`config.mk`:
```
export PLATFORM = sky130hd
export DESIGN_NAME = integer_to_radix_digits_flat
export DESIGN_NICKNAME = d
export VERILOG_FILES = /design/src/hw/rtl/itrd_pkg.sv /design/src/hw/rtl/itrd_if.sv /design/src/hw/rtl/itrd_ram.sv /design/src/hw/rtl/itrd_dpath.sv /design/src/hw/rtl/itrd_ctrl.sv /design/src/hw/rtl/integer_to_radix_digits.sv /design/src/flat_wrapper.sv
export SDC_FILE = /design/constraint.sdc
export NUM_CORES = 1
export LEC_CHECK = 0
export BUFFER_PORTS_ARGS = -buffer_cell sky130_fd_sc_hd__buf_2
export CAP_MARGIN = 10
export CORE_ASPECT_RATIO = 0.9
export CORE_MARGIN = 3
export CORE_UTILIZATION = 49
export CTS_CLUSTER_DIAMETER = 30
export DETAILED_ROUTE_END_ITERATION = 8
export PLACE_DENSITY = 0.68
export RECOVER_POWER = 50
export SLEW_MARGIN = 0
export SYNTH_ARGS = -nofsm -noshare
export SYNTH_HDL_FRONTEND = slang
export SYNTH_SLANG_ARGS = --single-unit
```
`constraint.sdc`:
```
create_clock -name i_clk -period 3.16 [get_ports i_clk]
set_input_delay 0.79 -clock i_clk [delete_from_list [all_inputs] [get_ports i_clk]]
set_output_delay 0.79 -clock i_clk [all_outputs]
set_load 0.05 [all_outputs]
```
`src/hw/rtl/itrd_pkg.sv`:
```
// Shared types, constants and the digit glyph table for the radix digit converter.
package itrd_pkg;

    localparam int VALUE_W = 64;
    localparam int RADIX_W = 6;
    localparam int CHAR_W  = 7;
    localparam int DIGIT_W = 6;

    localparam logic [RADIX_W-1:0] RADIX_MIN = 6'd2;
    localparam logic [RADIX_W-1:0] RADIX_MAX = 6'd62;

    localparam logic [CHAR_W-1:0] CHAR_ZERO  = 7'h30;  // '0'
    localparam logic [CHAR_W-1:0] CHAR_UPPER = 7'h41;  // 'A'
    localparam logic [CHAR_W-1:0] CHAR_LOWER = 7'h61;  // 'a'
    localparam logic [CHAR_W-1:0] CHAR_NONE  = 7'h00;

    localparam logic [DIGIT_W-1:0] NUM_DECIMAL = 6'd10;
    localparam logic [DIGIT_W-1:0] NUM_UPPER   = 6'd36;
    localparam logic [DIGIT_W-1:0] NUM_GLYPHS  = 6'd62;

    typedef enum logic [2:0] {
        S_IDLE,
        S_DIV,
        S_STORE,
        S_RD,
        S_LOAD,
        S_OUT
    } t_state;

    // Commands from the controller to the datapath
    typedef struct packed {
        logic load;       // capture a new transaction
        logic div_step;   // one restoring division step
        logic store;      // write remainder, prepare next digit
        logic rd_en;      // read the digit store at the emit pointer
        logic out_digit;  // load the output register from the store
        logic out_next;   // step the emit pointer toward the lsd
    } t_dp_cmd;

    // Status from the datapath to the controller
    typedef struct packed {
        logic special;    // input radix is bad or value is zero
        logic div_done;   // this step is the last of the division pass
        logic conv_done;  // quotient is zero or the store is full
        logic out_last;   // output register holds the final digit
    } t_dp_sts;

    // Map a digit index to its ASCII glyph: 0-9, A-Z, a-z
    function automatic logic [CHAR_W-1:0] glyph(input logic [DIGIT_W-1:0] idx);
        logic [CHAR_W-1:0] ch;
        if (idx < NUM_DECIMAL) begin
            ch = CHAR_ZERO + CHAR_W'(idx);
        end else if (idx < NUM_UPPER) begin
            ch = CHAR_UPPER + CHAR_W'(idx - NUM_DECIMAL);
        end else if (idx < NUM_GLYPHS) begin
            ch = CHAR_LOWER + CHAR_W'(idx - NUM_UPPER);
        end else begin
            ch = CHAR_NONE;
        end
        return ch;
    endfunction

endpackage

```
`src/hw/rtl/itrd_if.sv`:
```
// Valid/ready channel interfaces for conversion requests and digit results.
interface itrd_in_if;
    import itrd_pkg::*;
    logic                 valid;
    logic                 ready;
    logic [VALUE_W-1:0]   value;
    logic [RADIX_W-1:0]   radix;

    modport source (output valid, value, radix, input ready);
    modport sink   (input valid, value, radix, output ready);
endinterface

interface itrd_out_if;
    import itrd_pkg::*;
    logic                 valid;
    logic                 ready;
    logic [CHAR_W-1:0]    digit_char;
    logic                 last;
    logic                 bad_radix;

    modport source (output valid, digit_char, last, bad_radix, input ready);
    modport sink   (input valid, digit_char, last, bad_radix, output ready);
endinterface

```
`src/hw/rtl/itrd_ram.sv`:
```
// Generic single-write, single-read RAM with registered read data.
module itrd_ram #(
    parameter int WIDTH = 6,
    parameter int DEPTH = 64
) (
    input  logic                     i_clk,
    input  logic                     i_wr_en,
    input  logic [$clog2(DEPTH)-1:0] i_wr_addr,
    input  logic [WIDTH-1:0]         i_wr_data,
    input  logic                     i_rd_en,
    input  logic [$clog2(DEPTH)-1:0] i_rd_addr,
    output logic [WIDTH-1:0]         o_rd_data
);
    logic [WIDTH-1:0] r_mem [DEPTH];
    logic [WIDTH-1:0] r_rd_data;

    always_ff @(posedge i_clk) begin
        if (i_wr_en) begin
            r_mem[i_wr_addr] <= i_wr_data;
        end
        if (i_rd_en) begin
            r_rd_data <= r_mem[i_rd_addr];
        end
    end

    assign o_rd_data = r_rd_data;
endmodule

```
`src/hw/rtl/itrd_dpath.sv`:
```
// Datapath: bit-serial divider, digit store and output register.
module itrd_dpath #(
    parameter int VALUE_BITS = 64,
    parameter int MAX_DIGITS = 64
) (
    input  logic                       i_clk,
    input  logic                       i_rst_n,
    input  itrd_pkg::t_dp_cmd          i_cmd,
    output itrd_pkg::t_dp_sts          o_sts,
    input  logic [itrd_pkg::VALUE_W-1:0] i_value,
    input  logic [itrd_pkg::RADIX_W-1:0] i_radix,
    output logic [itrd_pkg::CHAR_W-1:0]  o_digit_char,
    output logic                       o_last,
    output logic                       o_bad_radix
);
    import itrd_pkg::*;

    localparam int BW = $clog2(VALUE_BITS);
    localparam int AW = $clog2(MAX_DIGITS);

    logic [VALUE_BITS-1:0] r_quot,    n_quot;
    logic [DIGIT_W-1:0]    r_rem,     n_rem;
    logic [RADIX_W-1:0]    r_radix,   n_radix;
    logic [BW-1:0]         r_bit_cnt, n_bit_cnt;
    logic [AW-1:0]         r_count,   n_count;
    logic [AW-1:0]         r_emit,    n_emit;
    logic [CHAR_W-1:0]     r_char,    n_char;
    logic                  r_last,    n_last;
    logic                  r_bad,     n_bad;

    logic [VALUE_BITS-1:0] in_value;
    logic                  in_bad;
    logic                  in_zero;
    logic [DIGIT_W:0]      rem_shift;
    logic                  rem_ge;
    logic [DIGIT_W-1:0]    rd_digit;

    assign in_value = i_value[VALUE_BITS-1:0];
    assign in_bad   = (i_radix < RADIX_MIN) || (i_radix > RADIX_MAX);
    assign in_zero  = (in_value == '0);

    // Restoring division step: shift in the next quotient bit, try subtract
    assign rem_shift = {r_rem, r_quot[VALUE_BITS-1]};
    assign rem_ge    = rem_shift >= {1'b0, r_radix};

    always_comb begin
        n_quot    = r_quot;
        n_rem     = r_rem;
        n_radix   = r_radix;
        n_bit_cnt = r_bit_cnt;
        n_count   = r_count;
        n_emit    = r_emit;
        n_char    = r_char;
        n_last    = r_last;
        n_bad     = r_bad;
        if (i_cmd.load) begin
            n_quot    = in_value;
            n_rem     = '0;
            n_radix   = i_radix;
            n_bit_cnt = '0;
            n_count   = '0;
            // special results go straight out; ignored otherwise
            n_char    = in_bad ? CHAR_NONE : CHAR_ZERO;
            n_last    = 1'b1;
            n_bad     = in_bad;
        end
        if (i_cmd.div_step) begin
            n_quot    = {r_quot[VALUE_BITS-2:0], rem_ge};
            n_rem     = rem_ge ? DIGIT_W'(rem_shift - {1'b0, r_radix})
                               : DIGIT_W'(rem_shift);
            n_bit_cnt = r_bit_cnt + 1'b1;
        end
        if (i_cmd.store) begin
            n_rem     = '0;
            n_bit_cnt = '0;
            n_emit    = r_count;
            n_count   = r_count + 1'b1;
        end
        if (i_cmd.out_digit) begin
            n_char = glyph(rd_digit);
            n_last = (r_emit == '0);
            n_bad  = 1'b0;
        end
        if (i_cmd.out_next) begin
            n_emit = r_emit - 1'b1;
        end
    end

    always_ff @(posedge i_clk) begin
        r_quot    <= n_quot;
        r_rem     <= n_rem;
        r_radix   <= n_radix;
        r_bit_cnt <= n_bit_cnt;
        r_count   <= n_count;
        r_emit    <= n_emit;
        r_char    <= n_char;
        r_last    <= n_last;
        r_bad     <= n_bad;
    end

    itrd_ram #(
        .WIDTH (DIGIT_W),
        .DEPTH (MAX_DIGITS)
    ) u_store (
        .i_clk     (i_clk),
        .i_wr_en   (i_cmd.store),
        .i_wr_addr (r_count),
        .i_wr_data (r_rem),
        .i_rd_en   (i_cmd.rd_en),
        .i_rd_addr (r_emit),
        .o_rd_data (rd_digit)
    );

    assign o_sts.special   = in_bad || in_zero;
    assign o_sts.div_done  = (r_bit_cnt == BW'(VALUE_BITS - 1));
    assign o_sts.conv_done = (r_quot == '0) || (r_count == AW'(MAX_DIGITS - 1));
    assign o_sts.out_last  = r_last;

    assign o_digit_char = r_char;
    assign o_last       = r_last;
    assign o_bad_radix  = r_bad;

    // Partial remainder stays below the radix during a division pass
    a_rem_below_radix: assert property (@(posedge i_clk) disable iff (!i_rst_n)
        i_cmd.div_step |-> (r_rem < r_radix))
        else $error("remainder reached the radix");

    // Emit pointer never steps below address zero, the least significant digit
    a_emit_in_range: assert property (@(posedge i_clk) disable iff (!i_rst_n)
        i_cmd.out_next |-> (r_emit != '0))
        else $error("emit pointer underflow");

    // Each stored digit restarts the divider
    a_store_restarts: assert property (@(posedge i_clk) disable iff (!i_rst_n)
        i_cmd.store |=> (r_rem == '0) && (r_bit_cnt == '0))
        else $error("divider not restarted after store");
endmodule

```
`src/hw/rtl/itrd_ctrl.sv`:
```
// Controller: state machine sequencing division passes and digit emission.
module itrd_ctrl (
    input  logic              i_clk,
    input  logic              i_rst_n,
    input  logic              i_in_valid,
    output logic              o_in_ready,
    output logic              o_out_valid,
    input  logic              i_out_ready,
    input  itrd_pkg::t_dp_sts i_sts,
    output itrd_pkg::t_dp_cmd o_cmd
);
    import itrd_pkg::*;

    t_state r_state, n_state;

    always_ff @(posedge i_clk) begin
        if (!i_rst_n) begin
            r_state <= S_IDLE;
        end else begin
            r_state <= n_state;
        end
    end

    always_comb begin
        n_state     = r_state;
        o_cmd       = '0;
        o_in_ready  = 1'b0;
        o_out_valid = 1'b0;
        case (r_state)
            S_IDLE: begin
                o_in_ready = 1'b1;
                if (i_in_valid) begin
                    o_cmd.load = 1'b1;
                    n_state    = i_sts.special ? S_OUT : S_DIV;
                end
            end
            S_DIV: begin
                o_cmd.div_step = 1'b1;
                if (i_sts.div_done) begin
                    n_state = S_STORE;
                end
            end
            S_STORE: begin
                o_cmd.store = 1'b1;
                n_state     = i_sts.conv_done ? S_RD : S_DIV;
            end
            S_RD: begin
                o_cmd.rd_en = 1'b1;
                n_state     = S_LOAD;
            end
            S_LOAD: begin
                o_cmd.out_digit = 1'b1;
                n_state         = S_OUT;
            end
            S_OUT: begin
                o_out_valid = 1'b1;
                if (i_out_ready) begin
                    if (i_sts.out_last) begin
                        n_state = S_IDLE;
                    end else begin
                        o_cmd.out_next = 1'b1;
                        n_state        = S_RD;
                    end
                end
            end
            default: begin
                n_state = S_IDLE;
            end
        endcase
    end

    // A special request produces its single result right away
    a_special_direct: assert property (@(posedge i_clk) disable iff (!i_rst_n)
        (o_in_ready && i_in_valid && i_sts.special) |=> (r_state == S_OUT))
        else $error("special request did not go straight to output");

    // Final digit taken returns the block to idle
    a_last_to_idle: assert property (@(posedge i_clk) disable iff (!i_rst_n)
        (o_out_valid && i_out_ready && i_sts.out_last) |=> o_in_ready)
        else $error("block not idle after final digit");

    // Busy after an accepted request
    a_busy_after_accept: assert property (@(posedge i_clk) disable iff (!i_rst_n)
        (o_in_ready && i_in_valid) |=> !o_in_ready)
        else $error("second request accepted during a conversion");
endmodule

```
`src/hw/rtl/integer_to_radix_digits.sv`:
```
// Top level: converts an unsigned integer to ASCII digits in radix 2 to 62.
// Operation: each digit takes one division pass in the shared bit-serial divider
//   (one quotient bit a cycle, then one store write); the store read and output load
//   (S_RD, S_LOAD) follow the last pass before the first digit shows.
// Throughput: one transaction at a time; each digit is then read from the store and loaded,
//   then held through output stall. Bad radix or zero value: result the cycle after accept.
// Reset: synchronous, active low; clears the controller only, the digit store has no reset.
module integer_to_radix_digits #(
    parameter int VALUE_BITS = 64,
    parameter int MAX_DIGITS = 64
) (
    input  logic       i_clk,
    input  logic       i_rst_n,
    itrd_in_if.sink    i_in,
    itrd_out_if.source o_out
);
    import itrd_pkg::*;

    t_dp_cmd cmd;
    t_dp_sts sts;

    // Controller: accepts one transaction, runs division passes, then
    // walks the digit store from most significant digit down.
    itrd_ctrl u_ctrl (
        .i_clk       (i_clk),
        .i_rst_n     (i_rst_n),
        .i_in_valid  (i_in.valid),
        .o_in_ready  (i_in.ready),
        .o_out_valid (o_out.valid),
        .i_out_ready (o_out.ready),
        .i_sts       (sts),
        .o_cmd       (cmd)
    );

    // Datapath: divider registers, digit store RAM and the output
    // register that holds each result until the sink takes it.
    itrd_dpath #(
        .VALUE_BITS (VALUE_BITS),
        .MAX_DIGITS (MAX_DIGITS)
    ) u_dpath (
        .i_clk        (i_clk),
        .i_rst_n      (i_rst_n),
        .i_cmd        (cmd),
        .o_sts        (sts),
        .i_value      (i_in.value),
        .i_radix      (i_in.radix),
        .o_digit_char (o_out.digit_char),
        .o_last       (o_out.last),
        .o_bad_radix  (o_out.bad_radix)
    );
endmodule

```
`src/flat_wrapper.sv`:
```
// flat-port wrapper written by rule: the top's interface ports become plain ports
module integer_to_radix_digits_flat import itrd_pkg::*;
#(
    parameter int VALUE_BITS = 64,
    parameter int MAX_DIGITS = 64
)
  (i_clk, i_rst_n, i_in_valid, i_in_value, i_in_radix, i_in_ready, o_out_valid, o_out_digit_char, o_out_last, o_out_bad_radix, o_out_ready);
  itrd_in_if i_in_i ();
  itrd_out_if o_out_i ();
  input  logic i_clk;
  input  logic i_rst_n;
  input wire logic [$bits(i_in_i.valid)-1:0] i_in_valid;
  input wire logic [$bits(i_in_i.value)-1:0] i_in_value;
  input wire logic [$bits(i_in_i.radix)-1:0] i_in_radix;
  output wire logic [$bits(i_in_i.ready)-1:0] i_in_ready;
  output wire logic [$bits(o_out_i.valid)-1:0] o_out_valid;
  output wire logic [$bits(o_out_i.digit_char)-1:0] o_out_digit_char;
  output wire logic [$bits(o_out_i.last)-1:0] o_out_last;
  output wire logic [$bits(o_out_i.bad_radix)-1:0] o_out_bad_radix;
  input wire logic [$bits(o_out_i.ready)-1:0] o_out_ready;
  assign i_in_i.valid = i_in_valid;
  assign i_in_i.value = i_in_value;
  assign i_in_i.radix = i_in_radix;
  assign i_in_ready = i_in_i.ready;
  assign o_out_valid = o_out_i.valid;
  assign o_out_digit_char = o_out_i.digit_char;
  assign o_out_last = o_out_i.last;
  assign o_out_bad_radix = o_out_i.bad_radix;
  assign o_out_i.ready = o_out_ready;
  integer_to_radix_digits #(.VALUE_BITS(VALUE_BITS), .MAX_DIGITS(MAX_DIGITS)) u_core (.i_clk(i_clk), .i_rst_n(i_rst_n), .i_in(i_in_i), .o_out(o_out_i));
endmodule
```
==> run_results.csv <==
group,metric,value,unit
final_layout,regArea,14700,sq um
final_layout,num-fill-cells,2944,
die,start_util,0.503,
placed_design,pre_cts_slack,571,ps
setup_path,cp.arrival,2980,ps
die,dieArea,44700,sq um
synth,synth_edf_count,480,
timing,rsz0062_at_grt,"false",
route,wl_per_cell,23.7,um
synth,netlist_area,20700,sq um
synth,ys.flop_type,"edfxtp_1",
route,dr_total_vias,12400,
final_layout,multi_input_comb_area,5560,sq um
synth,ys_types,57,
route,drc,0,
placed_design,place_area,22000,sq um
final_layout,diodes,0,
clocking,numCtsBuffers,87,
final_layout,finalNetCount,1566,
clocking,htreeDepth,3,
global_routing,grt_pass1_wl,75.8,mm
setup_path,worstSetupEndpointType,"flip-flop",
route,routed_via_density,5.95,
synth,synth_most_common_cell,"edfxtp_1",
synth,synth.area.top_cells,"edfxtp_1, mux4_2, nand2_1",
synth,synth_top_area_share,0.696,
die,die_w,223,um
timing,timing.fmax,362,MHz
clocking,cts_resized,0,
flow_run,max-cap-violations,2,
status,outcome,"complete, but fails checks",
die,coreArea,41200,sq um
die,rows,70,
final_layout,syn_to_final_growth,20.7,%
min_path,holdCritPathClass,"primary input to flip-flop",
placed_design,dp_hpwl,30.7,mm
clocking,postCtsHoldBufs,0,
clocking,cts.path.max_buffers,3,
timing,setup_viol,0,
placed_design,gp_congestion,0.864,
pwr,leakage,8.80,nW
route,dr.pass1.iters,6,
placed_design,numPortBuffers,84,
clocking,clk_latency,610,ps
setup_path,worstSetupPathType,"flip-flop to flip-flop",
pwr,power.density,950,nW/um^2
final_layout,design_area,25000,sq um
timing,worst_pin_slew,1580,ps
clocking,cts_post_setup_buffers_inserted,0,
setup_path,worst_setup_path_start_kind,"flip-flop",
route,wirelength,49.4,mm
synth,ys_ff_latch,496,
synth,yosysWarnings,0,
synth,synth_nets,1402,
timing,finalHoldViolations,0,
clocking,path_clk_slew,50,ps
status,violations,"max-capacitance violations, max-slew violations",
timing,hold_ws,430,ps
synth,async_flop_share,0,
timing,slew_headroom,-0.0530,
pwr,irDropWorstVdd,0.000800,V
clocking,cts_tree,"done",
timing,finClkSkew,22.0,ps
global_routing,antenna_found_initial,0,
route,dr.first_iter.drc_count,1393,
die,fp.dieH,201,um
timing,fin_crit_sh,0.875,
clocking,clkSinkCount,496,
global_routing,grt_pass1_vias,12700,
synth,synth_area_per_cell,15.8,sq um
route,ant_nets,0,
pwr,power,23.7,mW
final_layout,drive_above_1_share,0.242,
synth,yosysSeqAreaShare,0.712,
synth,syn_inst,1312,
timing,slew_viol_final,134,
global_routing,grt_usage,0.222,
global_routing,grt.overflow.total,0,
timing,setup_tns,0,ps
die,io-pin-count,85,
timing,final.setup.worst_slack,395,ps
setup_path,cp_max_fo,13,
synth,yosys-top-cells-count,"edfxtp_1, nand2_1, mux4_2",
clocking,root_buffer,"clkbuf_16",
setup_path,worstPathRequired,3380,ps
global_routing,grt_max_degree,67,
synth,synth_top_cell_by_area,"edfxtp_1",
timing,min_period,2760,ps
[cells in the final DEF (no fill, tap or decap), drive strengths merged, types with 7 or more instances in the layout]
cell type,instances
a21o,7
a21oi,30
buf,111
bufinv,12
clkbuf,129
clkinv,26
dfxtp,16
edfxtp,480
ha,15
inv,39
mux2i,10
mux4,104
nand2,242
nand2b,8
nand3,21
nand4,9
nor2,103
nor2b,8
nor3,16
nor4,34
o21ai,32
o22ai,14
or3,8
[cells by family after synthesis]
kind of cell / share of synthesized area
flops: 0.712
simple gates: 0.0981
compound gates: 0.0363
mux: 0.120
buf+inv: 0.0193
fa+ha+maj: 0.0100
xor+xnor: 0.00465
[routing by layer]
metal	part of all wire	global-route usage	routed length, um	vias up
li1	-	-	-	5445
met1	0.42	0.315	20900	6305
met2	0.47	0.337	23100	568
met3	0.080	0.0559	3930	97
met4	0.029	0.0810	1410	0
met5	0	0	0	-
[per-stage QoR]
| step | utilization | cells |
|---|---|---|
| after global routing | 0.607 | 2087 |
| after global placement | 0.535 | 1927 |
| after CTS | 0.609 | 2087 |
| after detailed placement | 0.535 | 1927 |
| final | 0.607 | 2087 |
| after floorplan | - | 1312 |
[final cells by class]
| cell class | count | share of cell area |
|---|---|---|
| sequential | 496 | 0.590 |
| tap | 540 | 0.0271 |
| multi-input combinational | 729 | 0.223 |
| clock inverter | 61 | 0.0307 |
| timing repair buffer | 141 | 0.0348 |
| inverter | 21 | 0.00316 |
| clock buffer | 99 | 0.0915 |
[worst paths after layout]
path / start / endpoint / slack, ps / cells past startpoint
max: u_core.u_ctrl.r_state[1] / u_core.u_dpath.u_store.r_mem[59][2] / 400 / 4
min: i_in_radix[0] / u_core.u_dpath.r_radix[0] / 430 / 1
max reg2reg: u_core.u_ctrl.r_state[1] / u_core.u_dpath.u_store.r_mem[59][2] / 400 / 4
min reg2reg: u_core.u_dpath.o_bad_radix / u_core.u_dpath.o_bad_radix / 470 / 2
[critical path: stages (launching register included)]
cell and delay, ps:
dfxtp_1 590, nor3b_1 510, nand3_1 510, buf_4 330, nor2_1 440
[state kept, by name, summed over array words and instances, names as in the netlist, 3 cells and up]
register,count
u_core.u_dpath.r_bit_cnt,6
u_core.u_dpath.r_rem,6
u_core.u_dpath.o_digit_char,7
u_core.u_ctrl.r_state,3
u_core.u_dpath.u_store.o_rd_data,6
u_core.u_dpath.r_emit,6
u_core.u_dpath.r_quot,64
u_core.u_dpath.r_radix,6
u_core.u_dpath.u_store.r_mem,384
u_core.u_dpath.r_count,6
[where the power goes]
group | switching [mW] | total [mW] | internal, mW
sequential | 0.579 | 9.33 | 8.76
combinational | 3.17 | 4.78 | 1.61
clock | 3.33 | 9.59 | 6.27
total | 7.08 | 23.7 | 16.6
No activity file was read; power rests on OpenSTA's default activity.
